--- src/rtl/ktcq_pkg.sv ---
// ----------------------------------------------------------------------------
// ktcq_pkg
// shared types and constants for the key and ttl command qualifier
// ----------------------------------------------------------------------------
package ktcq_pkg;

  localparam int PERIOD_W = 16;
  localparam int HOLD_W   = 8;

  localparam logic [PERIOD_W-1:0] POLL_PERIOD_RESET    = 16'd100;
  localparam logic [HOLD_W-1:0]   HOLD_THRESHOLD_RESET = 8'd100;

  localparam logic [1:0] KEY_NONE       = 2'd0;
  localparam logic [1:0] KEY_CALIBRATE  = 2'd1;
  localparam logic [1:0] KEY_FULL_OPEN  = 2'd2;
  localparam logic [1:0] KEY_FULL_CLOSE = 2'd3;

  localparam logic [1:0] TTL_NONE   = 2'd0;
  localparam logic [1:0] TTL_LOCK   = 2'd1;
  localparam logic [1:0] TTL_UNLOCK = 2'd2;

  localparam logic CFG_POLL_PERIOD    = 1'b0;
  localparam logic CFG_HOLD_THRESHOLD = 1'b1;

  typedef struct packed {
    logic open_key_level;
    logic close_key_level;
    logic close_ttl_level;
  } in_word_t;

  typedef struct packed {
    logic [1:0] key_command;
    logic [1:0] ttl_command;
  } out_word_t;

  typedef struct packed {
    logic [PERIOD_W-1:0] poll_period_ticks;
    logic [HOLD_W-1:0]   hold_threshold;
  } cfg_t;

endpackage

--- src/rtl/key_ttl_command_qualifier_core.sv ---
// ----------------------------------------------------------------------------
// key_ttl_command_qualifier_core
// qualifies two active-low keys and the close ttl line into valve commands
//
//   port group   dir  handshake            word
//   in_*         in   in_valid / in_stall   ktcq_pkg::in_word_t, one tick
//   out_*        out  out_valid / out_stall ktcq_pkg::out_word_t, one command
//   cfg_*        in   cfg_write             index 0 poll period, 1 hold threshold
//
// one tick per cycle while in_stall is low; a word waits in the input register and
// its command, if any, moves on into the output register once that register is free
// the input register advances whenever the output register is empty or taken,
// so out_stall reaches in_stall only through a full output register
// reset clears the counters, the key history and both valid bits, and loads
// the register defaults of 100
// ----------------------------------------------------------------------------
module key_ttl_command_qualifier_core (
  input  logic                 clk,
  input  logic                 rst,
  input  logic                 in_valid,
  output logic                 in_stall,
  input  ktcq_pkg::in_word_t   in_word,
  output logic                 out_valid,
  input  logic                 out_stall,
  output ktcq_pkg::out_word_t  out_word,
  input  logic                 cfg_write,
  input  logic                 cfg_index,
  input  logic [15:0]          cfg_data
);
  import ktcq_pkg::*;

  cfg_t      cfg;
  logic      stage_valid;
  in_word_t  stage_word;
  logic      out_free;
  logic      advance;
  logic      res_valid;
  out_word_t res;

  assign out_free = !out_valid || !out_stall;
  assign advance  = stage_valid && out_free;
  assign in_stall = stage_valid && !out_free;

  // configuration registers
  always_ff @(posedge clk) begin
    if (rst) begin
      cfg.poll_period_ticks <= POLL_PERIOD_RESET;
      cfg.hold_threshold    <= HOLD_THRESHOLD_RESET;
    end else if (cfg_write) begin
      case (cfg_index)
        CFG_POLL_PERIOD:    cfg.poll_period_ticks <= cfg_data[PERIOD_W-1:0];
        CFG_HOLD_THRESHOLD: cfg.hold_threshold    <= cfg_data[HOLD_W-1:0];
        default: ;
      endcase
    end
  end

  // input register
  always_ff @(posedge clk) begin
    if (rst) begin
      stage_valid <= 1'b0;
    end else if (!in_stall) begin
      stage_valid <= in_valid;
    end
  end

  always_ff @(posedge clk) begin
    if (!in_stall && in_valid) begin
      stage_word <= in_word;
    end
  end

  ktcq_qualifier u_qualifier (
    .clk       (clk),
    .rst       (rst),
    .fire      (advance),
    .word      (stage_word),
    .cfg       (cfg),
    .res_valid (res_valid),
    .res       (res)
  );

  // output register
  always_ff @(posedge clk) begin
    if (rst) begin
      out_valid <= 1'b0;
    end else if (out_free) begin
      out_valid <= advance && res_valid;
    end
  end

  always_ff @(posedge clk) begin
    if (out_free && advance && res_valid) begin
      out_word <= res;
    end
  end

endmodule

--- src/rtl/ktcq_qualifier.sv ---
// ----------------------------------------------------------------------------
// ktcq_qualifier
// tick counter, key and ttl qualification state, and command decode
// ----------------------------------------------------------------------------
module ktcq_qualifier (
  input  logic              clk,
  input  logic              rst,
  input  logic              fire,
  input  ktcq_pkg::in_word_t  word,
  input  ktcq_pkg::cfg_t      cfg,
  output logic              res_valid,
  output ktcq_pkg::out_word_t res
);
  import ktcq_pkg::*;

  logic [PERIOD_W-1:0] ticks;
  logic [PERIOD_W-1:0] ticks_next;
  logic [HOLD_W-1:0]   hold_count;
  logic [HOLD_W-1:0]   hold_count_next;
  logic                prev_open;
  logic                prev_open_next;
  logic                prev_close;
  logic                prev_close_next;
  logic                prev_ttl;
  logic                prev_ttl_next;

  logic [PERIOD_W:0]   tick_inc;
  logic                sample;
  logic [HOLD_W-1:0]   hold_inc;
  logic [1:0]          key_cmd;
  logic [1:0]          ttl_cmd;

  always_comb begin
    tick_inc        = {1'b0, ticks} + {{PERIOD_W{1'b0}}, 1'b1};
    sample          = tick_inc >= {1'b0, cfg.poll_period_ticks};
    hold_inc        = hold_count + {{(HOLD_W-1){1'b0}}, 1'b1};
    ticks_next      = ticks;
    hold_count_next = hold_count;
    prev_open_next  = prev_open;
    prev_close_next = prev_close;
    prev_ttl_next   = prev_ttl;
    key_cmd         = KEY_NONE;
    ttl_cmd         = TTL_NONE;
    if (!sample) begin
      ticks_next = tick_inc[PERIOD_W-1:0];
    end else begin
      ticks_next = '0;
      if (!word.open_key_level && !word.close_key_level) begin
        hold_count_next = hold_inc;
        if (hold_inc >= cfg.hold_threshold) begin
          key_cmd         = KEY_CALIBRATE;
          hold_count_next = '0;
        end
        prev_open_next  = 1'b0;
        prev_close_next = 1'b0;
      end else if (word.open_key_level != prev_open) begin
        if (!word.open_key_level) begin
          key_cmd = KEY_FULL_OPEN;
        end
        prev_open_next  = word.open_key_level;
        hold_count_next = '0;
      end else if (word.close_key_level != prev_close) begin
        if (!word.close_key_level) begin
          key_cmd = KEY_FULL_CLOSE;
        end
        prev_close_next = word.close_key_level;
        hold_count_next = '0;
      end else begin
        hold_count_next = '0;
      end
      if (word.close_ttl_level) begin
        ttl_cmd       = TTL_LOCK;
        prev_ttl_next = 1'b1;
      end else if (prev_ttl) begin
        ttl_cmd       = TTL_UNLOCK;
        prev_ttl_next = 1'b0;
      end
    end
    res_valid       = sample && (key_cmd != KEY_NONE || ttl_cmd != TTL_NONE);
    res.key_command = key_cmd;
    res.ttl_command = ttl_cmd;
  end

  always_ff @(posedge clk) begin
    if (rst) begin
      ticks      <= '0;
      hold_count <= '0;
      prev_open  <= 1'b0;
      prev_close <= 1'b0;
      prev_ttl   <= 1'b1;
    end else if (fire) begin
      ticks      <= ticks_next;
      hold_count <= hold_count_next;
      prev_open  <= prev_open_next;
      prev_close <= prev_close_next;
      prev_ttl   <= prev_ttl_next;
    end
  end

endmodule
--- config.mk ---
export PLATFORM = sky130hd
export DESIGN_NAME = key_ttl_command_qualifier_core
export DESIGN_NICKNAME = d
export VERILOG_FILES = /design/src/rtl/ktcq_pkg.sv /design/src/rtl/key_ttl_command_qualifier_core.sv /design/src/rtl/ktcq_qualifier.sv
export SDC_FILE = /design/constraint.sdc
export NUM_CORES = 1
export LEC_CHECK = 0
export ABC_AREA = 1
export BUFFER_PORTS_ARGS = -buffer_cell sky130_fd_sc_hd__buf_2
export CAP_MARGIN = 20
export CORE_MARGIN = 10
export CORE_UTILIZATION = 38
export CTS_BUF_LIST = sky130_fd_sc_hd__clkbuf_4 sky130_fd_sc_hd__clkbuf_8
export CTS_CLUSTER_DIAMETER = 50
export CTS_CLUSTER_SIZE = 12
export DETAILED_ROUTE_END_ITERATION = 12
export MAX_ROUTING_LAYER = met4
export PLACE_DENSITY = 0.51
export SETUP_SLACK_MARGIN = 0.02
export SYNTH_ARGS = -nofsm -noshare
export SYNTH_HDL_FRONTEND = slang
export SYNTH_HIERARCHICAL = 1
export SYNTH_SLANG_ARGS = --single-unit
--- constraint.sdc ---
create_clock -name clk -period 5.9 [get_ports clk]
set_input_delay 0.885 -clock clk [delete_from_list [all_inputs] [get_ports clk]]
set_output_delay 0.885 -clock clk [all_outputs]
set_load 0.005 [all_outputs]
==> qor.csv, run 1 <==
metric,value,unit
Die H,115.9,um
post-synthesis net count,560,
f_max,0.2884,GHz
TritonCTS buffer count,9,
worst-margin pin slew,0.7657,ns
status,"finished, final reports clean",
Worst-path clk slew,0.07,ns
Critical Path End Type,flip-flop,
DRT Wirelength,7.921,mm
Tot Pwr,0.0009394,W
Non-Filler Instances,650,
Power Dens Cells,238.9,nW/um^2
GR Util met2,0.1854,
Routability Congestion,0.8419,
CTS HTree Levels,3,
required time of the critical path,5.87,ns
area grow syn2layout,12.45,%
post-synthesis xor/xnor area fraction,0.03757,
FP Rows,34,
Post-Synthesis Cell Area,3497,um^2
worst skew pair latency,0.33,ns
Yosys top cell area share,0.3034,
Overflow after GRT,0,
top-count cell post-synth,nand2_1,
first-pass GRT wire length,13.34,mm
hold buffers post-CTS,0,
synthesized netlist cell count,508,
critical path class,reg2reg,
DIE WIDTH,115.9,um
crit path buf inv count,1,
Syn. warnings,6,
Unique masters post-synth,33,
RSZ-0062 raised after global routing,no,
compound-cell area share of the yosys netlist,0.05903,
post-layout minimum cycle time,3.467,ns
NumNets Final,590,
multiplexer area fraction after synthesis,0,
Slew headroom,0.4890,
CP max FO,8,
CP Launch Type,flip-flop,
Max Buffers Root-to-Sink,2,
"Top cell by count, worst path",nand2_1,
DR DRC count,0,
I/O pin count,31,
final worst-path cycle share,0.5876,
Hold Crit Class,reg2reg,
vias in the first global route,2812,
main combinational cell family by area after synthesis,simple AND/OR/NAND/NOR gates,
"top cells by count, synth","nand2_1 (130), inv_1 (80), nor2_1 (75), dfxtp_1 (53), nand3_1 (44)",
TritonCTS clock tree,yes,
Leak,2.028,nW
Final Slew Violations,0,
clk_skew,0.007307,ns
Root Driver,clkbuf_8,
HPWL after detailed placement,5.995,mm
Initial DRC Count,145,
Post-Synth Adder-Cell Area,0.09660,
Final ANT Viol Nets,0,
die footprint,13440,um^2
Initial Utilization,0.3952,
largest net degree at the start of global routing,26,
grt peak-use layer,met2,
Max Cap Viol,0,
Peak VDD IR,0.0001107,V
endpoints failing setup,0,
post-CTS setup buffers,0,
GR met1 Demand/Resource,0.1698,
Antenna diodes,0,
"area leader, netlist",dfxtp_1,
main flop type after synthesis,dfxtp_1,
sequential area share after synthesis,0.3635,
Post-synth EDFFs,7,
dpl cells,635,
WP data arrival,3.44,ns
register bit total from synthesis,60,
Resized Gates After CTS,0,
Syn Area/Cell,6.884,um^2
core area,8848,um^2
total track usage,0.1263,
M3 GR Usage,0.03359,
synth top area cells,"dfxtp_1 (30%), nand2_1 (14%), ha_1 (9.7%), inv_1 (8.6%), nor2_1 (8.1%)",
simple-gate share of the synthesized area,0.3352,
"slowest stage delay, CP",0.45,ns
average wire per standard cell,12.19,um
vias post-DR,3032,
asr flop ratio synth,0,
final hold vios,0,
vias per cell,4.665,
CP max stage cell,nor3_1,
initial antenna violation count,0,
CTS Sinks,60,
DRT Pass-1 Iters,4,
Top delay family on crit path,simple AND/OR/NAND/NOR gates,
Port Buf Inserts,30,
worst path cell trace,ha_1 -> nand2_1 -> nor2_2 -> nand2_1 -> nor3b_1 -> nand2_1 -> xor2_1 -> ha_1 -> nand2_1 -> nor2_1 -> nand4_1 -> nand2_1 -> nand2_1 -> nand3_4 -> o21ai_0 -> nand2_1 -> inv_1 -> nor3_1,
Setup TNS,0,ns
layout cells sized above 1,0.1125,
==> power breakdown <==
group	total [W]	leakage, nW	internal, W	switching [W]
registers	0.000438	0.501	0.000429	0.00000896
logic	0.0000980	1.41	0.0000351	0.0000629
clock network	0.000404	0.112	0.000244	0.000160
total	0.000939	2.03	0.000708	0.000232
==> final cells by class <==
cell class	count	area [um^2]
Multi-Input combinational cell	354	1848
Tap cell	108	135.1
Clock buffer	14	186.4
Sequential cell	60	1271
Inverter	83	311.5
Clock inverter	1	30.03
Fill cell	982	4916
Timing Repair Buffer	30	150.1
==> cell families (layout without fill, tap and decap cells) <==
group	count (synthesis)	after routing
AO/OA/AOI/OAI	38	38
adder cells (fa/ha/maj)	27	27
buffers and inverters	94	128
flip-flops	60	60
AND/OR/NAND/NOR	274	274
XOR/XNOR	15	15
==> final timing paths <==
check                                    startpoint                     to  slack (ns)  depth (start not counted)
hold reg to reg                cfg[14]$_SDFFE_PP1P_   cfg[14]$_SDFFE_PP1P_        0.47                          2
setup reg to reg  u_qualifier/ticks[0]$_SDFFE_PP0P_  out_word[0]$_DFFE_PP_        2.43                         18
hold / removal                 cfg[14]$_SDFFE_PP1P_   cfg[14]$_SDFFE_PP1P_        0.47                          2
setup / recovery  u_qualifier/ticks[0]$_SDFFE_PP0P_  out_word[0]$_DFFE_PP_        2.43                         18
==> layer usage <==
layer	part of all wire	up-vias	wire length (um)
met5	0	-	0
met4	0.0038	0	30
met2	0.42	51	3342
met3	0.045	2	357
met1	0.53	1333	4190
li1	-	1646	-
==> worst min-delay path: stages, from the launching register on <==
cell and delay [ns]:
dfxtp_1 0.33, nand2_1 0.05, nand3_1 0.06
==> registers in the layout, summed over array words and instances, names as in the netlist <==
signal                  cells
cfg                        24
u_qualifier/prev_open       1
out_valid                   1
u_qualifier/hold_count      8
u_qualifier/ticks          16
u_qualifier/prev_close      1
out_word                    4
stage_valid                 1
u_qualifier/prev_ttl        1
stage_word                  3
==> per-stage QoR <==
stage	worst slack, ns	util	cell area [um^2]	hold slack [ns]
after floorplan	2.778	-	3497	0.4417
after global routing	2.005	0.4444	3933	0.5046
after detailed placement	2.447	0.4200	3716	0.4619
after CTS	2.419	0.4444	3933	0.4809
final	2.433	0.4444	3933	0.4738
after global placement	2.553	0.4200	3716	0.4581
==> cells in the final DEF (no fill, tap or decap), types with 2 or more instances in the layout <==
master,instances
a21oi_1,24
buf_2,30
clkbuf_8,13
dfxtp_1,53
edfxtp_1,7
ha_1,27
inv_1,80
inv_2,2
nand2_1,130
nand2_2,3
nand3_1,44
nand3b_1,3
nand4_1,5
nor2_1,75
nor2_2,3
nor2_4,2
nor3_1,3
o21ai_0,8
o21bai_1,2
or2_2,3
xor2_1,14
(Power assumes the default switching activity.)
==> run 2: changes to the inputs <==
==> constraint.sdc (replaced) <==
create_clock -name clk -period 3.46 [get_ports clk]
set_input_delay 0.519 -clock clk [delete_from_list [all_inputs] [get_ports clk]]
set_output_delay 0.519 -clock clk [all_outputs]
set_load 0.005 [all_outputs]
==> run 2 against run 1 <==
  * First-iteration DRC count is 34% lower
  * Clock-buffer cell count down 2
  * Sequential power increased by 71%
  * Register-to-register slack got worse by 2.1 ns
  * Wire length grew 1.1%
  * Via count up 0.20%
  * Global-route usage rose by 0.36 points
  * Die area unchanged
  * Combinational power rose by 78%
  * Non-clock buffer count up 6
  * Clock power is 62% higher
  * Critical path type unchanged
  * Largest power group unchanged
==> qor.csv, run 2 (synthesis gave the netlist of run 1 again) <==
metric,value,unit,change
Reg with most FFs,cfg,,
post-layout minimum cycle time,3.088,ns,-0.3791 ns
CP startpoint,u_qualifier/ticks[0]$_SDFFE_PP0P_,,
CTS Sinks,60,,unchanged
Max Buffers Root-to-Sink,2,,unchanged
R2R depth,19,,+1
area grow syn2layout,13.95,%,
final hold vios,0,,unchanged
vias post-DR,3038,,+0.20%
Initial DRC Count,96,,-34%
Critical Path End Type,flip-flop,,
Power Dens Cells,395.5,nW/um^2,+66%
crit path buf inv count,2,,+1
critical path class,reg2reg,,
origin of the critical flop-to-flop path,u_qualifier/ticks[0]$_SDFFE_PP0P_,,
WP data arrival,3.14,ns,-0.30 ns
Worst-path clk slew,0.07,ns,about the same
DRT Wirelength,8.007,mm,+1.1%
Final Slew Violations,0,,unchanged
DIE WIDTH,115.9,um,unchanged
clk_skew,0.006910,ns,-0.0003971 ns
core area,8848,um^2,unchanged
HPWL after detailed placement,6.101,mm,+1.8%
Setup TNS,0,ns,unchanged
Port Buf Inserts,30,,unchanged
worst skew pair latency,0.33,ns,about the same
f_max,0.3239,GHz,+12%
CP max stage cell,dfxtp_2,,
Overflow after GRT,0,,unchanged
FP Rows,34,,unchanged
vias per cell,4.624,,-0.87%
Routability Congestion,0.8097,,-3.8%
"Top cell by count, worst path",nand2_1,,
Top delay family on crit path,simple AND/OR/NAND/NOR gates,,
largest net degree at the start of global routing,26,,unchanged
DR DRC count,0,,unchanged
worst-margin pin slew,0.7810,ns,+0.01535 ns
CTS HTree Levels,3,,unchanged
Initial Utilization,0.3952,,unchanged
crit path to,out_word[2]$_DFFE_PP_,,
"most common cell after layout, fill and taps aside",nand2_1,,
Leak,2.052,nW,+1.2%
average wire per standard cell,12.19,um,about the same
TritonCTS buffer count,9,,unchanged
fin util,0.4504,,+0.005939
status,"finished, final reports clean",,
Reg2Reg Setup Slack,0.37,ns,-2.06 ns
TritonCTS clock tree,yes,,
CP max FO,8,,unchanged
CP Launch Type,flip-flop,,
initial antenna violation count,0,,unchanged
I/O pin count,31,,unchanged
Antenna diodes,0,,unchanged
hold buffers post-CTS,0,,unchanged
Root Driver,clkbuf_8,,
pre-CTS setup slack,0.1965,ns,-2.250 ns
max reg flops,24,,unchanged
top flop regs,"cfg x24, u_qualifier/ticks x16, u_qualifier/hold_count x8",,
RSZ-0062 raised after global routing,no,,
first-pass GRT wire length,13.74,mm,+3.0%
"commonest non-fill, non-tap cells in the layout","nand2_1 (129), inv_1 (80), nor2_1 (74)",,
"slowest stage delay, CP",0.36,ns,-0.09 ns
final worst setup slack,0.3722,ns,-2.061 ns
Max Cap Viol,0,,unchanged
final worst-path cycle share,0.8924,,+0.3048
layout cells sized above 1,0.1330,,+0.02042
endpoints failing setup,0,,unchanged
Final ANT Viol Nets,0,,unchanged
vias in the first global route,2961,,+5.3%
Hold Crit Class,in2reg,,
Critical Path Stages,19,,+1
DRT Pass-1 Iters,4,,unchanged
total track usage,0.1299,,+0.003622
required time of the critical path,3.52,ns,-2.35 ns
NumNets Final,596,,+1.0%
Slew headroom,0.4787,,-0.01025
Die H,115.9,um,unchanged
worst path cell trace,ha_1 -> nand2_1 -> nor2_4 -> nand2_2 -> nor3b_2 -> nand2_1 -> xor2_1 -> ha_1 -> nand2_1 -> nor2_1 -> nand4_1 -> nand2_1 -> nand2_1 -> nand3_4 -> o21ai_0 -> nand2_1 -> inv_1 -> nor3_1 -> buf_4,,
Peak VDD IR,0.0002062,V,+86%
die footprint,13440,um^2,unchanged
R2R Path End,out_word[2]$_DFFE_PP_,,
WHS Path Cells,1,,-1
run 2: cell count changes in the layout (fill, tap and decap cells not counted), moves of 2 or more:
cell and delta:
buf_4 +6, clkinv_2 +2, dfxtp_1 -2, dfxtp_2 +2, clkbuf_8 -2
run 2: cell type report:
| type | count | area (um^2) |
|---|---|---|
| tap | 108 | 135.1 |
| clock inverter | 4 | 47.55 |
| fill | 964 | 4863 |
| timing repair buffer | 36 | 195.2 |
| multi-input combinational | 354 | 1863 |
| clock buffer | 12 | 158.9 |
| sequential | 60 | 1274 |
| inverter | 83 | 311.5 |
run 2: per-layer routing:
layer  global-route usage  part of all wire  up-vias
li1                     -                 -     1652
met2               0.1870              0.43       50
met3              0.03773             0.041        4
met4              0.03920            0.0041        0
met5                    -                 0        -
met1               0.1718              0.53     1332
run 2: worst min-delay path by stage:
stage                         start                      end  slack, ns
2_1_floorplan  cfg[10]$_SDFFE_PP1P_     cfg[10]$_SDFFE_PP1P_       0.44
5_1_grt                  in_word[0]  stage_word[0]$_DFFE_PP_       0.34
4_1_cts                  in_word[2]  stage_word[2]$_DFFE_PP_       0.34
6_report                 in_word[2]  stage_word[2]$_DFFE_PP_       0.36
3_5_place_dp   cfg[10]$_SDFFE_PP1P_     cfg[10]$_SDFFE_PP1P_       0.46
3_3_place_gp    cfg[2]$_SDFFE_PP1P_      cfg[2]$_SDFFE_PP1P_       0.46
run 2: power breakdown:
part | switching, W | internal, W | total, W
Clock | 0.000278 | 0.000378 | 0.000656
Combinational | 0.000110 | 0.0000638 | 0.000174
Sequential | 0.0000158 | 0.000731 | 0.000747
Total | 0.000404 | 0.00117 | 0.00158
run 2: through the flow:
step	instances	total power, W	instance area, um^2	hold slack [ns]
final	657	0.001576	3985	0.3623
after global routing	657	0.001668	3985	0.3354
after global placement	638	0.0009319	3739	0.4593
after CTS	654	0.001601	3945	0.3423
after detailed placement	638	0.0009354	3739	0.4623
after floorplan	508	0.0008829	3497	0.4417
run 2: timing repair:
action | in CTS | in global routing
gates resized for setup | 0 | 6
endpoints found under the setup margin | 0 | 16
buffers inserted | 0 | 3
